File: src/rtl/core/dehpd_pkg.sv
// dehpd_pkg: shared types and codes for the dwarf eh pointer decoder
// request kinds, status codes, register indexes, encoding fields, phase enum
// no dependencies
`default_nettype none

package dehpd_pkg;

    localparam int DATA_W   = 64;
    localparam int TDATA_IW = 80;
    localparam int TDATA_OW = 72;
    localparam int CFG_IW   = 3;

    localparam logic [1:0] REQ_BEGIN = 2'd0;
    localparam logic [1:0] REQ_BYTE  = 2'd1;
    localparam logic [1:0] REQ_END   = 2'd2;

    localparam logic [1:0] ST_OK       = 2'd0;
    localparam logic [1:0] ST_BAD_ENC  = 2'd1;
    localparam logic [1:0] ST_OVERFLOW = 2'd2;

    localparam logic [CFG_IW-1:0] CFG_LITTLE_ENDIAN = 3'd0;
    localparam logic [CFG_IW-1:0] CFG_IS_64BIT      = 3'd1;
    localparam logic [CFG_IW-1:0] CFG_IN_FRAME_HDR  = 3'd2;
    localparam logic [CFG_IW-1:0] CFG_SECTION_BASE  = 3'd3;
    localparam logic [CFG_IW-1:0] CFG_DATA_BASE     = 3'd4;

    localparam logic [7:0] ENC_OMIT = 8'hff;

    localparam logic [3:0] FMT_ABSPTR  = 4'h0;
    localparam logic [3:0] FMT_ULEB128 = 4'h1;
    localparam logic [3:0] FMT_UDATA2  = 4'h2;
    localparam logic [3:0] FMT_UDATA4  = 4'h3;
    localparam logic [3:0] FMT_UDATA8  = 4'h4;
    localparam logic [3:0] FMT_SLEB128 = 4'h9;
    localparam logic [3:0] FMT_SDATA2  = 4'ha;
    localparam logic [3:0] FMT_SDATA4  = 4'hb;
    localparam logic [3:0] FMT_SDATA8  = 4'hc;

    localparam logic [3:0] APP_PCREL   = 4'h1;
    localparam logic [3:0] APP_DATAREL = 4'h3;

    localparam int ENC_SIGNED_BIT = 3;

    localparam logic [3:0] FS_2 = 4'd2;
    localparam logic [3:0] FS_4 = 4'd4;
    localparam logic [3:0] FS_8 = 4'd8;

    localparam logic [7:0] LEB_MAX_SHIFT_BYTES = 8'd10;
    localparam logic [7:0] LEB_MAX_EXT_BYTES   = 8'd9;
    localparam logic [7:0] COUNT_MAX           = 8'd255;

    typedef enum logic [1:0] {
        PH_IDLE  = 2'd0,
        PH_LEB   = 2'd1,
        PH_FIXED = 2'd2
    } t_phase;

endpackage

`default_nettype wire

File: src/rtl/core/dwarf_eh_pointer_decoder.sv
// dwarf_eh_pointer_decoder: a request passes the input register, then decode logic into
// the result register, whose contents drive m_axis
// throughput one request per cycle while m_axis is not stalled; a finished result that waits
// holds the next request in the input register; synchronous active-low reset returns to idle with
// little endian and 64-bit pointers; uses dehpd_pkg
`default_nettype none

module dwarf_eh_pointer_decoder
    import dehpd_pkg::*;
(
    input  wire logic                 i_clk,
    input  wire logic                 i_rst_n,
    input  wire logic                 s_axis_tvalid,
    output logic                      s_axis_tready,
    // data_byte [7:0], encoding [15:8], datum_offset [79:16]
    input  wire logic [TDATA_IW-1:0]  s_axis_tdata,
    // req_type [1:0]
    input  wire logic [1:0]           s_axis_tuser,
    output logic                      m_axis_tvalid,
    input  wire logic                 m_axis_tready,
    // value [63:0], bytes_consumed [71:64]
    output logic [TDATA_OW-1:0]       m_axis_tdata,
    // status [1:0]
    output logic [1:0]                m_axis_tuser,
    input  wire logic                 i_cfg_valid,
    output logic                      o_cfg_ready,
    input  wire logic [CFG_IW-1:0]    i_cfg_index,
    input  wire logic [DATA_W-1:0]    i_cfg_data
);

    // configuration
    logic              r_little_endian;
    logic              r_is_64bit;
    logic              r_in_frame_hdr;
    logic [DATA_W-1:0] r_section_base;
    logic [DATA_W-1:0] r_data_base;

    // input register
    logic              r_in_valid;
    logic [1:0]        r_in_req;
    logic [7:0]        r_in_byte;
    logic [7:0]        r_in_enc;
    logic [DATA_W-1:0] r_in_offset;

    // decoder state
    t_phase            r_phase,  n_phase;
    logic [7:0]        r_enc,    n_enc;
    logic [DATA_W-1:0] r_held,   n_held;
    logic [DATA_W-1:0] r_acc,    n_acc;
    logic [7:0]        r_count,  n_count;
    logic [3:0]        r_fs,     n_fs;

    // result register
    logic              r_out_valid;
    logic [DATA_W-1:0] r_out_value;
    logic [1:0]        r_out_status;
    logic [7:0]        r_out_count;

    logic              advance;
    logic              emit;
    logic [DATA_W-1:0] e_value;
    logic [1:0]        e_status;
    logic [7:0]        e_count;

    // leb128 path
    logic [6:0]        leb_shift;
    logic [5:0]        leb_top;
    logic              leb_in_range;
    logic [DATA_W-1:0] leb_acc;
    logic [DATA_W-1:0] leb_value;
    logic [7:0]        count_sat;

    // fixed path
    logic [DATA_W-1:0] fix_acc;
    logic [7:0]        fix_count;
    logic              fix_done;
    logic [DATA_W-1:0] fix_mask;
    logic [DATA_W-1:0] fix_raw;
    logic              fix_sign;
    logic [DATA_W-1:0] fix_ext;
    logic [DATA_W-1:0] fix_addend;
    logic [DATA_W-1:0] fix_value;

    assign advance       = r_in_valid && (!r_out_valid || m_axis_tready);
    assign s_axis_tready = !r_in_valid || advance;
    assign o_cfg_ready   = 1'b1;

    assign m_axis_tvalid = r_out_valid;
    assign m_axis_tdata  = {r_out_count, r_out_value};
    assign m_axis_tuser  = r_out_status;

    always_ff @(posedge i_clk) begin
        if (!i_rst_n) begin
            r_little_endian <= 1'b1;
            r_is_64bit      <= 1'b1;
            r_in_frame_hdr  <= 1'b0;
            r_section_base  <= '0;
            r_data_base     <= '0;
        end else if (i_cfg_valid) begin
            case (i_cfg_index)
                CFG_LITTLE_ENDIAN: r_little_endian <= i_cfg_data[0];
                CFG_IS_64BIT:      r_is_64bit      <= i_cfg_data[0];
                CFG_IN_FRAME_HDR:  r_in_frame_hdr  <= i_cfg_data[0];
                CFG_SECTION_BASE:  r_section_base  <= i_cfg_data;
                CFG_DATA_BASE:     r_data_base     <= i_cfg_data;
                default: ;
            endcase
        end
    end

    always_ff @(posedge i_clk) begin
        if (!i_rst_n) begin
            r_in_valid <= 1'b0;
        end else if (s_axis_tready) begin
            r_in_valid <= s_axis_tvalid;
        end
    end

    always_ff @(posedge i_clk) begin
        if (s_axis_tready && s_axis_tvalid) begin
            r_in_req    <= s_axis_tuser;
            r_in_byte   <= s_axis_tdata[7:0];
            r_in_enc    <= s_axis_tdata[15:8];
            r_in_offset <= s_axis_tdata[79:16];
        end
    end

    always_comb begin
        leb_shift    = ({3'b000, r_count[3:0]} << 3) - {3'b000, r_count[3:0]};
        leb_top      = leb_shift[5:0] + 6'd6;
        leb_in_range = r_count < LEB_MAX_SHIFT_BYTES;
        leb_acc      = r_acc;
        if (leb_in_range) begin
            leb_acc = r_acc | ({57'b0, r_in_byte[6:0]} << leb_shift[5:0]);
        end
        leb_value = leb_acc;
        if (r_enc[ENC_SIGNED_BIT] && r_count < LEB_MAX_EXT_BYTES && leb_acc[leb_top]) begin
            leb_value = leb_acc | ({DATA_W{1'b1}} << (leb_top + 6'd1));
        end
        count_sat = (r_count == COUNT_MAX) ? COUNT_MAX : r_count + 8'd1;
    end

    always_comb begin
        if (r_little_endian) begin
            fix_acc = r_acc | ({56'b0, r_in_byte} << {r_count[2:0], 3'b000});
        end else begin
            fix_acc = {r_acc[DATA_W-9:0], r_in_byte};
        end
        fix_count = r_count + 8'd1;
        fix_done  = fix_count >= {4'b0000, r_fs};
        case (r_fs)
            FS_2:    fix_mask = {48'b0, {16{1'b1}}};
            FS_4:    fix_mask = {32'b0, {32{1'b1}}};
            default: fix_mask = {DATA_W{1'b1}};
        endcase
        fix_raw = fix_acc & fix_mask;
        case (r_fs)
            FS_2:    fix_sign = fix_raw[15];
            FS_4:    fix_sign = fix_raw[31];
            default: fix_sign = 1'b0;
        endcase
        fix_ext = fix_raw;
        if (r_enc[ENC_SIGNED_BIT] && fix_sign) begin
            fix_ext = fix_raw | ~fix_mask;
        end
        case (r_enc[7:4])
            APP_PCREL:   fix_addend = r_section_base + r_held;
            APP_DATAREL: fix_addend = r_in_frame_hdr ? r_section_base : r_data_base;
            default:     fix_addend = '0;
        endcase
        fix_value = (fix_ext + fix_addend) & fix_mask;
    end

    always_comb begin
        n_phase  = r_phase;
        n_enc    = r_enc;
        n_held   = r_held;
        n_acc    = r_acc;
        n_count  = r_count;
        n_fs     = r_fs;
        emit     = 1'b0;
        e_value  = '0;
        e_status = ST_OK;
        e_count  = '0;
        if (advance) begin
            if (r_in_req == REQ_BEGIN) begin
                n_enc   = r_in_enc;
                n_held  = r_in_offset;
                n_acc   = '0;
                n_count = '0;
                n_fs    = '0;
                n_phase = PH_FIXED;
                if (r_in_enc == ENC_OMIT) begin
                    n_phase = PH_IDLE;
                    emit    = 1'b1;
                end else begin
                    case (r_in_enc[3:0])
                        FMT_ABSPTR:              n_fs = r_is_64bit ? FS_8 : FS_4;
                        FMT_UDATA2, FMT_SDATA2:  n_fs = FS_2;
                        FMT_UDATA4, FMT_SDATA4:  n_fs = FS_4;
                        FMT_UDATA8, FMT_SDATA8:  n_fs = FS_8;
                        FMT_ULEB128, FMT_SLEB128: n_phase = PH_LEB;
                        default: begin
                            n_phase  = PH_IDLE;
                            emit     = 1'b1;
                            e_status = ST_BAD_ENC;
                        end
                    endcase
                end
            end else if (r_phase != PH_IDLE && r_in_req == REQ_END) begin
                n_phase  = PH_IDLE;
                emit     = 1'b1;
                e_status = ST_OVERFLOW;
                e_count  = r_count;
            end else if (r_phase == PH_LEB && r_in_req == REQ_BYTE) begin
                n_acc   = leb_acc;
                n_count = count_sat;
                if (!r_in_byte[7]) begin
                    n_phase = PH_IDLE;
                    emit    = 1'b1;
                    e_value = leb_value;
                    e_count = count_sat;
                end
            end else if (r_phase == PH_FIXED && r_in_req == REQ_BYTE) begin
                n_acc   = fix_acc;
                n_count = fix_count;
                if (fix_done) begin
                    n_phase = PH_IDLE;
                    emit    = 1'b1;
                    e_value = fix_value;
                    e_count = {4'b0000, r_fs};
                end
            end
        end
    end

    always_ff @(posedge i_clk) begin
        if (!i_rst_n) begin
            r_phase <= PH_IDLE;
            r_enc   <= '0;
            r_held  <= '0;
            r_acc   <= '0;
            r_count <= '0;
            r_fs    <= '0;
        end else begin
            r_phase <= n_phase;
            r_enc   <= n_enc;
            r_held  <= n_held;
            r_acc   <= n_acc;
            r_count <= n_count;
            r_fs    <= n_fs;
        end
    end

    always_ff @(posedge i_clk) begin
        if (!i_rst_n) begin
            r_out_valid <= 1'b0;
        end else if (emit) begin
            r_out_valid <= 1'b1;
        end else if (m_axis_tready) begin
            r_out_valid <= 1'b0;
        end
    end

    always_ff @(posedge i_clk) begin
        if (emit) begin
            r_out_value  <= e_value;
            r_out_status <= e_status;
            r_out_count  <= e_count;
        end
    end

endmodule

`default_nettype wire

File: config.mk
export PLATFORM = sky130hd
export DESIGN_NAME = dwarf_eh_pointer_decoder
export DESIGN_NICKNAME = d
export VERILOG_FILES = /design/src/rtl/core/dehpd_pkg.sv /design/src/rtl/core/dwarf_eh_pointer_decoder.sv
export SDC_FILE = /design/constraint.sdc
export NUM_CORES = 1
export LEC_CHECK = 0
export BUFFER_PORTS_ARGS = -buffer_cell sky130_fd_sc_hd__buf_2
export CORE_MARGIN = 5
export CORE_UTILIZATION = 52
export DETAILED_ROUTE_END_ITERATION = 16
export GPL_TIMING_DRIVEN = 0
export PLACE_DENSITY = 0.73
export SETUP_SLACK_MARGIN = 0.5
export SYNTH_ARGS = -nofsm -noshare
export SYNTH_HDL_FRONTEND = slang
export SYNTH_SLANG_ARGS = --single-unit
File: constraint.sdc
create_clock -name i_clk -period 11.2 [get_ports i_clk]
set_input_delay 2.24 -clock i_clk [delete_from_list [all_inputs] [get_ports i_clk]]
set_output_delay 2.24 -clock i_clk [all_outputs]
set_load 0.02 [all_outputs]
==> results of run 1 <==
## placed cells by master, fill, tap and decap left out, types with 104 or more instances in the layout
cell type / n
sky130_fd_sc_hd__nand2_1: 724
sky130_fd_sc_hd__dfxtp_1: 279
sky130_fd_sc_hd__a21oi_1: 242
sky130_fd_sc_hd__buf_2: 240
sky130_fd_sc_hd__o21ai_0: 240
sky130_fd_sc_hd__a21boi_0: 225
sky130_fd_sc_hd__clkbuf_1: 212
sky130_fd_sc_hd__nor2_1: 161
sky130_fd_sc_hd__edfxtp_1: 156
sky130_fd_sc_hd__ha_1: 136
sky130_fd_sc_hd__a21o_1: 104
## sequential cells by signal, indices dropped and copies added, names as in the netlist, 64 cells and up
signal / cells
r_data_base: 64
r_acc: 64
r_in_offset: 64
r_out_value: 64
r_section_base: 64
r_held: 64
## metrics by stage
stage	TNS [ns]	area [µm²]	hold WS [ns]
floorplan	0	29400	0.443
global placement	-128.90	31500	0.451
detailed placement	0	31600	0.458
CTS	0	33100	0.466
global route	0	33100	0.489
finish	0	33100	0.462
## worst register-to-register path, delay by kind of cell (launching register included)
family                     cells  cell delay (ns)
buffers and inverters         10             4.94
DFF                            1             0.63
and+or+nand+nor                3             1.45
xor gates and xnor gates       1             0.19
adders and majority gates      1             0.29
AOI/OAI and AO/OA              3             1.32
## cell families (layout without fill, tap and decap cells)
kind of cell               count (synthesis)  after routing  synth area share, %
AOI/OAI and AO/OA                       1278           1278                 29.2
and+or+nand+nor                         1209           1209                 18.3
DFF                                      435            435                 35.0
buffers and inverters                    297            619                 4.07
adders and majority gates                138            138                 5.93
xor gates and xnor gates                 126            126                 3.83
muxes                                     95             95                 3.69
other                                      1              3               0.0128
## power by group
| part | leakage, µW | total, µW | internal (µW) | switching, µW |
|---|---|---|---|---|
| Combinational | 0.00863 | 279 | 95.8 | 184 |
| Clock | 0.000724 | 1530 | 845 | 684 |
| Sequential | 0.00382 | 1690 | 1670 | 19.3 |
## layout make-up
type / instances / area (µm²)
inverter: 51 / 191
buffer: 246 / 1000
sequential: 435 / 10300
clock inverter: 26 / 218
timing repair buffer: 236 / 1240
tap: 756 / 946
fill: 5270 / 23100
multi-input combinational: 2847 / 17900
antenna: 2 / 5.00
clock buffer: 60 / 1250
## metal layers
metal,global-route usage [%],share of wire [%],vias up,routed length (µm)
met5,0,0.060,-,73
met1,50.5,40,13994,48900
li1,-,-,13622,-
met3,9.22,11,416,12900
met4,23.8,7.8,8,9540
met2,57.3,42,1676,51000
## worst max-delay path by stage
stage | cells past startpoint | slack, ns | endpoint
after floorplan | 15 | 3.02 | m_axis_tuser[0]
after global placement | 15 | -1.75 | r_out_value[31]
after detailed placement | 18 | 2.83 | r_out_value[14]
after CTS | 18 | 2.82 | r_out_value[14]
after global routing | 18 | 2.42 | r_out_value[14]
final | 18 | 2.22 | r_out_value[14]
==> impl_metrics.json, run 1 <==
{
  "synth_enable_flop_cells": 156,
  "total_number_of_vias": 29716,
  "drive_above_1_share_pct": 10.4,
  "maxSlewViolCount": 10,
  "yosysTopAreaCell": "sky130_fd_sc_hd__dfxtp_1",
  "yosysMostFrequentCell": "sky130_fd_sc_hd__nand2_1",
  "post-route-drc-count": 0,
  "grt_max_degree": 68,
  "h-tree-depth": 2,
  "maxCapViolations": 1,
  "drt_wl_total_um": 122000,
  "finish.utilization_pct": 58.9,
  "mappedNetlistNets": 3871,
  "post_layout_nonfiller_instances": 4659,
  "drt.antenna.violating_nets": 0,
  "power-per-cell-area_nw_per_um2": 106,
  "finalSetupViolations": 0,
  "final_stage_net_count": 4156,
  "critical-path-top-delay-family": "buffers and inverters",
  "hold_path.startpoint": "r_data_base[19]",
  "track_usage_pct": 38.5,
  "finalClockSkew_ns": 0.0297,
  "antenna_found_initial": 9,
  "max_slew_margin_pct": -0.406,
  "holdBufCountCts": 0,
  "register_area_share_after_synthesis_pct": 35.0,
  "avgSynthCellArea_um2": 8.21,
  "timing.critical_path.mode_cell": "sky130_fd_sc_hd__clkbuf_1",
  "worst_max_slew_pin_slew_ns": 1.51,
  "post_synth_most_frequent_cells": "sky130_fd_sc_hd__nand2_1, sky130_fd_sc_hd__dfxtp_1, sky130_fd_sc_hd__a21oi_1, sky130_fd_sc_hd__o21ai_0, sky130_fd_sc_hd__a21boi_0",
  "hold_path_class": "reg2reg",
  "number_of_global_route_vias_before_repair": 27602,
  "fin_total_pwr_uw": 3500,
  "globalplace.congestion": 1.12,
  "crit_path_top_delay_cell": "sky130_fd_sc_hd__a2111oi_2",
  "clkSinkCount": 435,
  "ys.flop_type": "sky130_fd_sc_hd__dfxtp_1",
  "worst-endpoint-arrival_ns": 9.42,
  "global_route.overflow_total": 0,
  "run_status": "finished with violations",
  "areaGrowthSynthToFinish_pct": 12.6,
  "min_period_over_period_pct": 80.2,
  "port-buffer-count": 228,
  "vias_per_cell": 6.38,
  "cp_num_buf_inv": 10,
  "synth.lib_cells_used.distinct": 95,
  "endpoint_kind": "register",
  "cts-resized-gates": 0,
  "fin_ws_ns": 2.22,
  "violations": "max-capacitance violations, max-slew violations",
  "clkSlewWorstSetupHoldPaths_ns": 0.06,
  "yosysWarningCount": 0,
  "tritoncts": "done",
  "crit_path_max_fanout": 10,
  "crit-reg2reg-capture": "r_out_value[14]",
  "cp_data_required_time_ns": 11.64,
  "first_pass_iters": 9,
  "worst_path_largest_cell_delay_ns": 1.09,
  "floorplan.initialDensity_pct": 52.3,
  "synth.cell_area_um2": 29400,
  "timing.critical_path.from": "r_count[0]",
  "hold_path_end": "r_data_base[19]",
  "detail_route.iter0.violations": 3586,
  "cts_buffers": 47,
  "die_span_y_um": 248,
  "clkLatencyLatePin_ns": 0.63,
  "dpl.hpwl_um": 96100,
  "p_leak_uw": 0.0132,
  "max_freq_mhz": 111,
  "floorplan.rows": 87,
  "reg2reg_from": "r_count[0]",
  "overall_die_area_um2": 61300,
  "postSynth.asyncResetShare_pct": 0,
  "placedCellCount": 4571,
  "floorplan.io_pins": 231,
  "synth.ff_latch_count": 435,
  "critical_path.cell_chain": "buf_4, buf_6, buf_6, buf_2, clkbuf_1, clkbuf_1, clkbuf_1, buf_1, nand2_1, xnor2_1, ha_1, a211oi_1, a2111oi_2, inv_1, nor2_1, clkbuf_1, nand3_1, o221ai_2",
  "pre_cts_ws_ns": 2.83,
  "post_synth_inst_count": 3579,
  "cts_root_buf": "sky130_fd_sc_hd__clkbuf_16",
  "critPathLaunchType": "register",
  "grt_pass1_wl_um": 177000,
  "hold_path_depth": 2,
  "yosys.area.top_type_share_pct": 19.0,
  "rsz0062_at_grt": "no",
  "hold_viol_final": 0,
  "max-clock-path-buffers": 3,
  "synthTopCellsByArea": "sky130_fd_sc_hd__dfxtp_1, sky130_fd_sc_hd__edfxtp_1, sky130_fd_sc_hd__nand2_1",
  "setup.reg_to_reg.worst_slack_ns": 2.22,
  "finalCriticalPeriod_ns": 8.98,
  "reg2regPathDepth": 18,
  "worst_ir_drop_vdd_v": 0.000137,
  "cts_post_setup_buffers_inserted": 0,
  "core_area_um2": 56200,
  "avgRoutedWirePerCell_um": 26.3,
  "chipWidth_um": 248,
  "worstSetupPathType": "reg2reg"
}
Power figures use the tool's default switching activity.
==> inputs of run 2 (changes only) <==
- clock period: 11.2 -> 7.4 ns (I/O delays scaled with it)
==> impl_metrics.json, run 2 (synthesis results as in run 1) <==
{
  "max_freq_mhz": 146,
  "drt.antenna.violating_nets": 0,
  "floorplan.initialDensity_pct": 52.3,
  "pre_cts_ws_ns": -1.10,
  "whs_ns": 0.469,
  "worst_ir_drop_vdd_v": 0.000221,
  "hold_path_end": "r_data_base[46]",
  "post_detailed_placement_cell_area_um2": 31600,
  "antenna_found_initial": 5,
  "reg2regPathDepth": 19,
  "worst_path_largest_cell_delay_ns": 0.78,
  "drive_above_1_share_pct": 11.4,
  "finalClockSkew_ns": 0.0170,
  "p_leak_uw": 0.0133,
  "overall_die_area_um2": 61300,
  "areaGrowthSynthToFinish_pct": 13.5,
  "chipWidth_um": 248,
  "total_number_of_vias": 29718,
  "finalCriticalPeriod_ns": 6.87,
  "avgRoutedWirePerCell_um": 27.0,
  "core_area_um2": 56200,
  "totalNegativeSetupSlack_ns": 0,
  "tritoncts": "done",
  "crit-reg2reg-capture": "r_out_value[48]",
  "final_stage_net_count": 4157,
  "fin_area_um2": 33300,
  "power-per-cell-area_nw_per_um2": 160,
  "floorplan.io_pins": 231,
  "reg2reg_from": "r_in_frame_hdr",
  "crit_path_top_delay_cell": "sky130_fd_sc_hd__o21ai_0",
  "timing.critical_path.mode_cell": "sky130_fd_sc_hd__o31ai_1",
  "hold_path.startpoint": "r_data_base[46]",
  "post-route-drc-count": 0,
  "min_period_over_period_pct": 92.9,
  "clkLatencyLatePin_ns": 0.61,
  "first_pass_iters": 9,
  "hold_path_depth": 2,
  "port-buffer-count": 228,
  "cp_data_required_time_ns": 7.68,
  "global_route.overflow_total": 0,
  "setup.reg_to_reg.worst_slack_ns": 0.53,
  "critical_path.cell_chain": "clkdlybuf4s15_1, clkbuf_2, mux2i_1, o21ai_0, ha_1, inv_1, fa_1, nor2b_1, o21ai_0, a21oi_1, a31oi_2, a31oi_1, nand4_1, a21oi_1, o31ai_1, nand3_1, o31ai_1, o31ai_1, o211ai_1",
  "h-tree-depth": 2,
  "mostFrequentLayoutCells": "sky130_fd_sc_hd__nand2_1, sky130_fd_sc_hd__dfxtp_1, sky130_fd_sc_hd__a21oi_1, sky130_fd_sc_hd__buf_2, sky130_fd_sc_hd__o21ai_0",
  "critical-path-top-delay-family": "compound AO/OA/AOI/OAI gates",
  "clkSlewWorstSetupHoldPaths_ns": 0.07,
  "fin_ws_ns": 0.528,
  "dpl.hpwl_um": 99100,
  "most_common_cell_after_layout_fill_and_taps_aside": "sky130_fd_sc_hd__nand2_1",
  "grt_max_degree": 68,
  "timing.critical_path.from": "r_in_frame_hdr",
  "clkSinkCount": 435,
  "maxCapViolations": 0,
  "finalSetupViolations": 0,
  "worstSetupPathType": "reg2reg",
  "run_status": "completed",
  "globalplace.congestion": 1.12,
  "worst-endpoint-arrival_ns": 7.16,
  "max-clock-path-buffers": 3,
  "holdBufCountCts": 0,
  "floorplan.rows": 87,
  "drt_wl_total_um": 126000,
  "critPathLaunchType": "register",
  "track_usage_pct": 39.4,
  "cts_buffers": 48,
  "vias_per_cell": 6.37,
  "crit_path_max_fanout": 10,
  "rsz0062_at_grt": "no",
  "worst_max_slew_pin_slew_ns": 1.41,
  "number_of_global_route_vias_before_repair": 27760,
  "hold_viol_final": 0,
  "endpoint_kind": "register",
  "hold_path_class": "reg2reg",
  "cts_root_buf": "sky130_fd_sc_hd__clkbuf_16",
  "grt_pass1_wl_um": 181000,
  "max_slew_margin_pct": 5.23,
  "cp_num_buf_inv": 3,
  "maxSlewViolCount": 0,
  "die_span_y_um": 248,
  "detail_route.iter0.violations": 3383
}
[run 2: routing by layer]
metal  routed length [µm]  share of wire, %  GRT usage (%)
met2                53000                42           59.5
met4                 9760               7.8           23.8
met3                13000                10           9.26
met1                49900                40           51.4
met5                   47             0.037              0
[run 2: final cells by class]
cell class / instances / area (µm²)
Fill cell: 5317 / 22800
Multi-Input combinational cell: 2847 / 18100
Sequential cell: 435 / 10300
Clock buffer: 69 / 1350
Timing Repair Buffer: 236 / 1250
Buffer: 246 / 1040
Tap cell: 756 / 946
Inverter: 51 / 191
Clock inverter: 21 / 174
Antenna cell: 2 / 5.00
[run 2: through the flow]
step / util (%) / power (µW) / cells
6_report: 59.3 / 5340 / 4663
5_1_grt: 59.3 / 5490 / 4661
4_1_cts: 59.1 / 5340 / 4661
3_5_place_dp: 56.2 / 3020 / 4570
3_3_place_gp: 56.0 / 3010 / 4563
2_1_floorplan: - / 2840 / 3579
[run 2: worst max-delay path by stage]
stage	endpoint	slack [ns]	depth (start not counted)
finish	r_out_value[48]	0.53	19
floorplan	m_axis_tuser[0]	0.96	15
detailed placement	r_out_value[14]	-1.10	18
CTS	r_out_value[33]	0.46	19
global route	r_out_value[63]	0.49	24
global placement	r_out_value[31]	-3.06	15
[run 2: tightest hold or removal path, delay by kind of cell (launching register included)]
family / cells / cell delay (ns)
AOI/OAI and AO/OA: 1 / 0.06
and+or+nand+nor: 1 / 0.05
DFF: 1 / 0.31
[run 2: timing repair]
action	in CTS	in global routing
setup buffers	1	0
gates resized for setup	25	32
pin swaps	1	0
endpoints found under the setup margin	141	59
gates cloned	0	0
[run 2: power by group]
group          leakage (µW)  switching, µW  internal [µW]
Clock              0.000750           1020           1340
Combinational       0.00876            281            146
Sequential          0.00382           29.4           2530
Total                0.0133           1330           4020
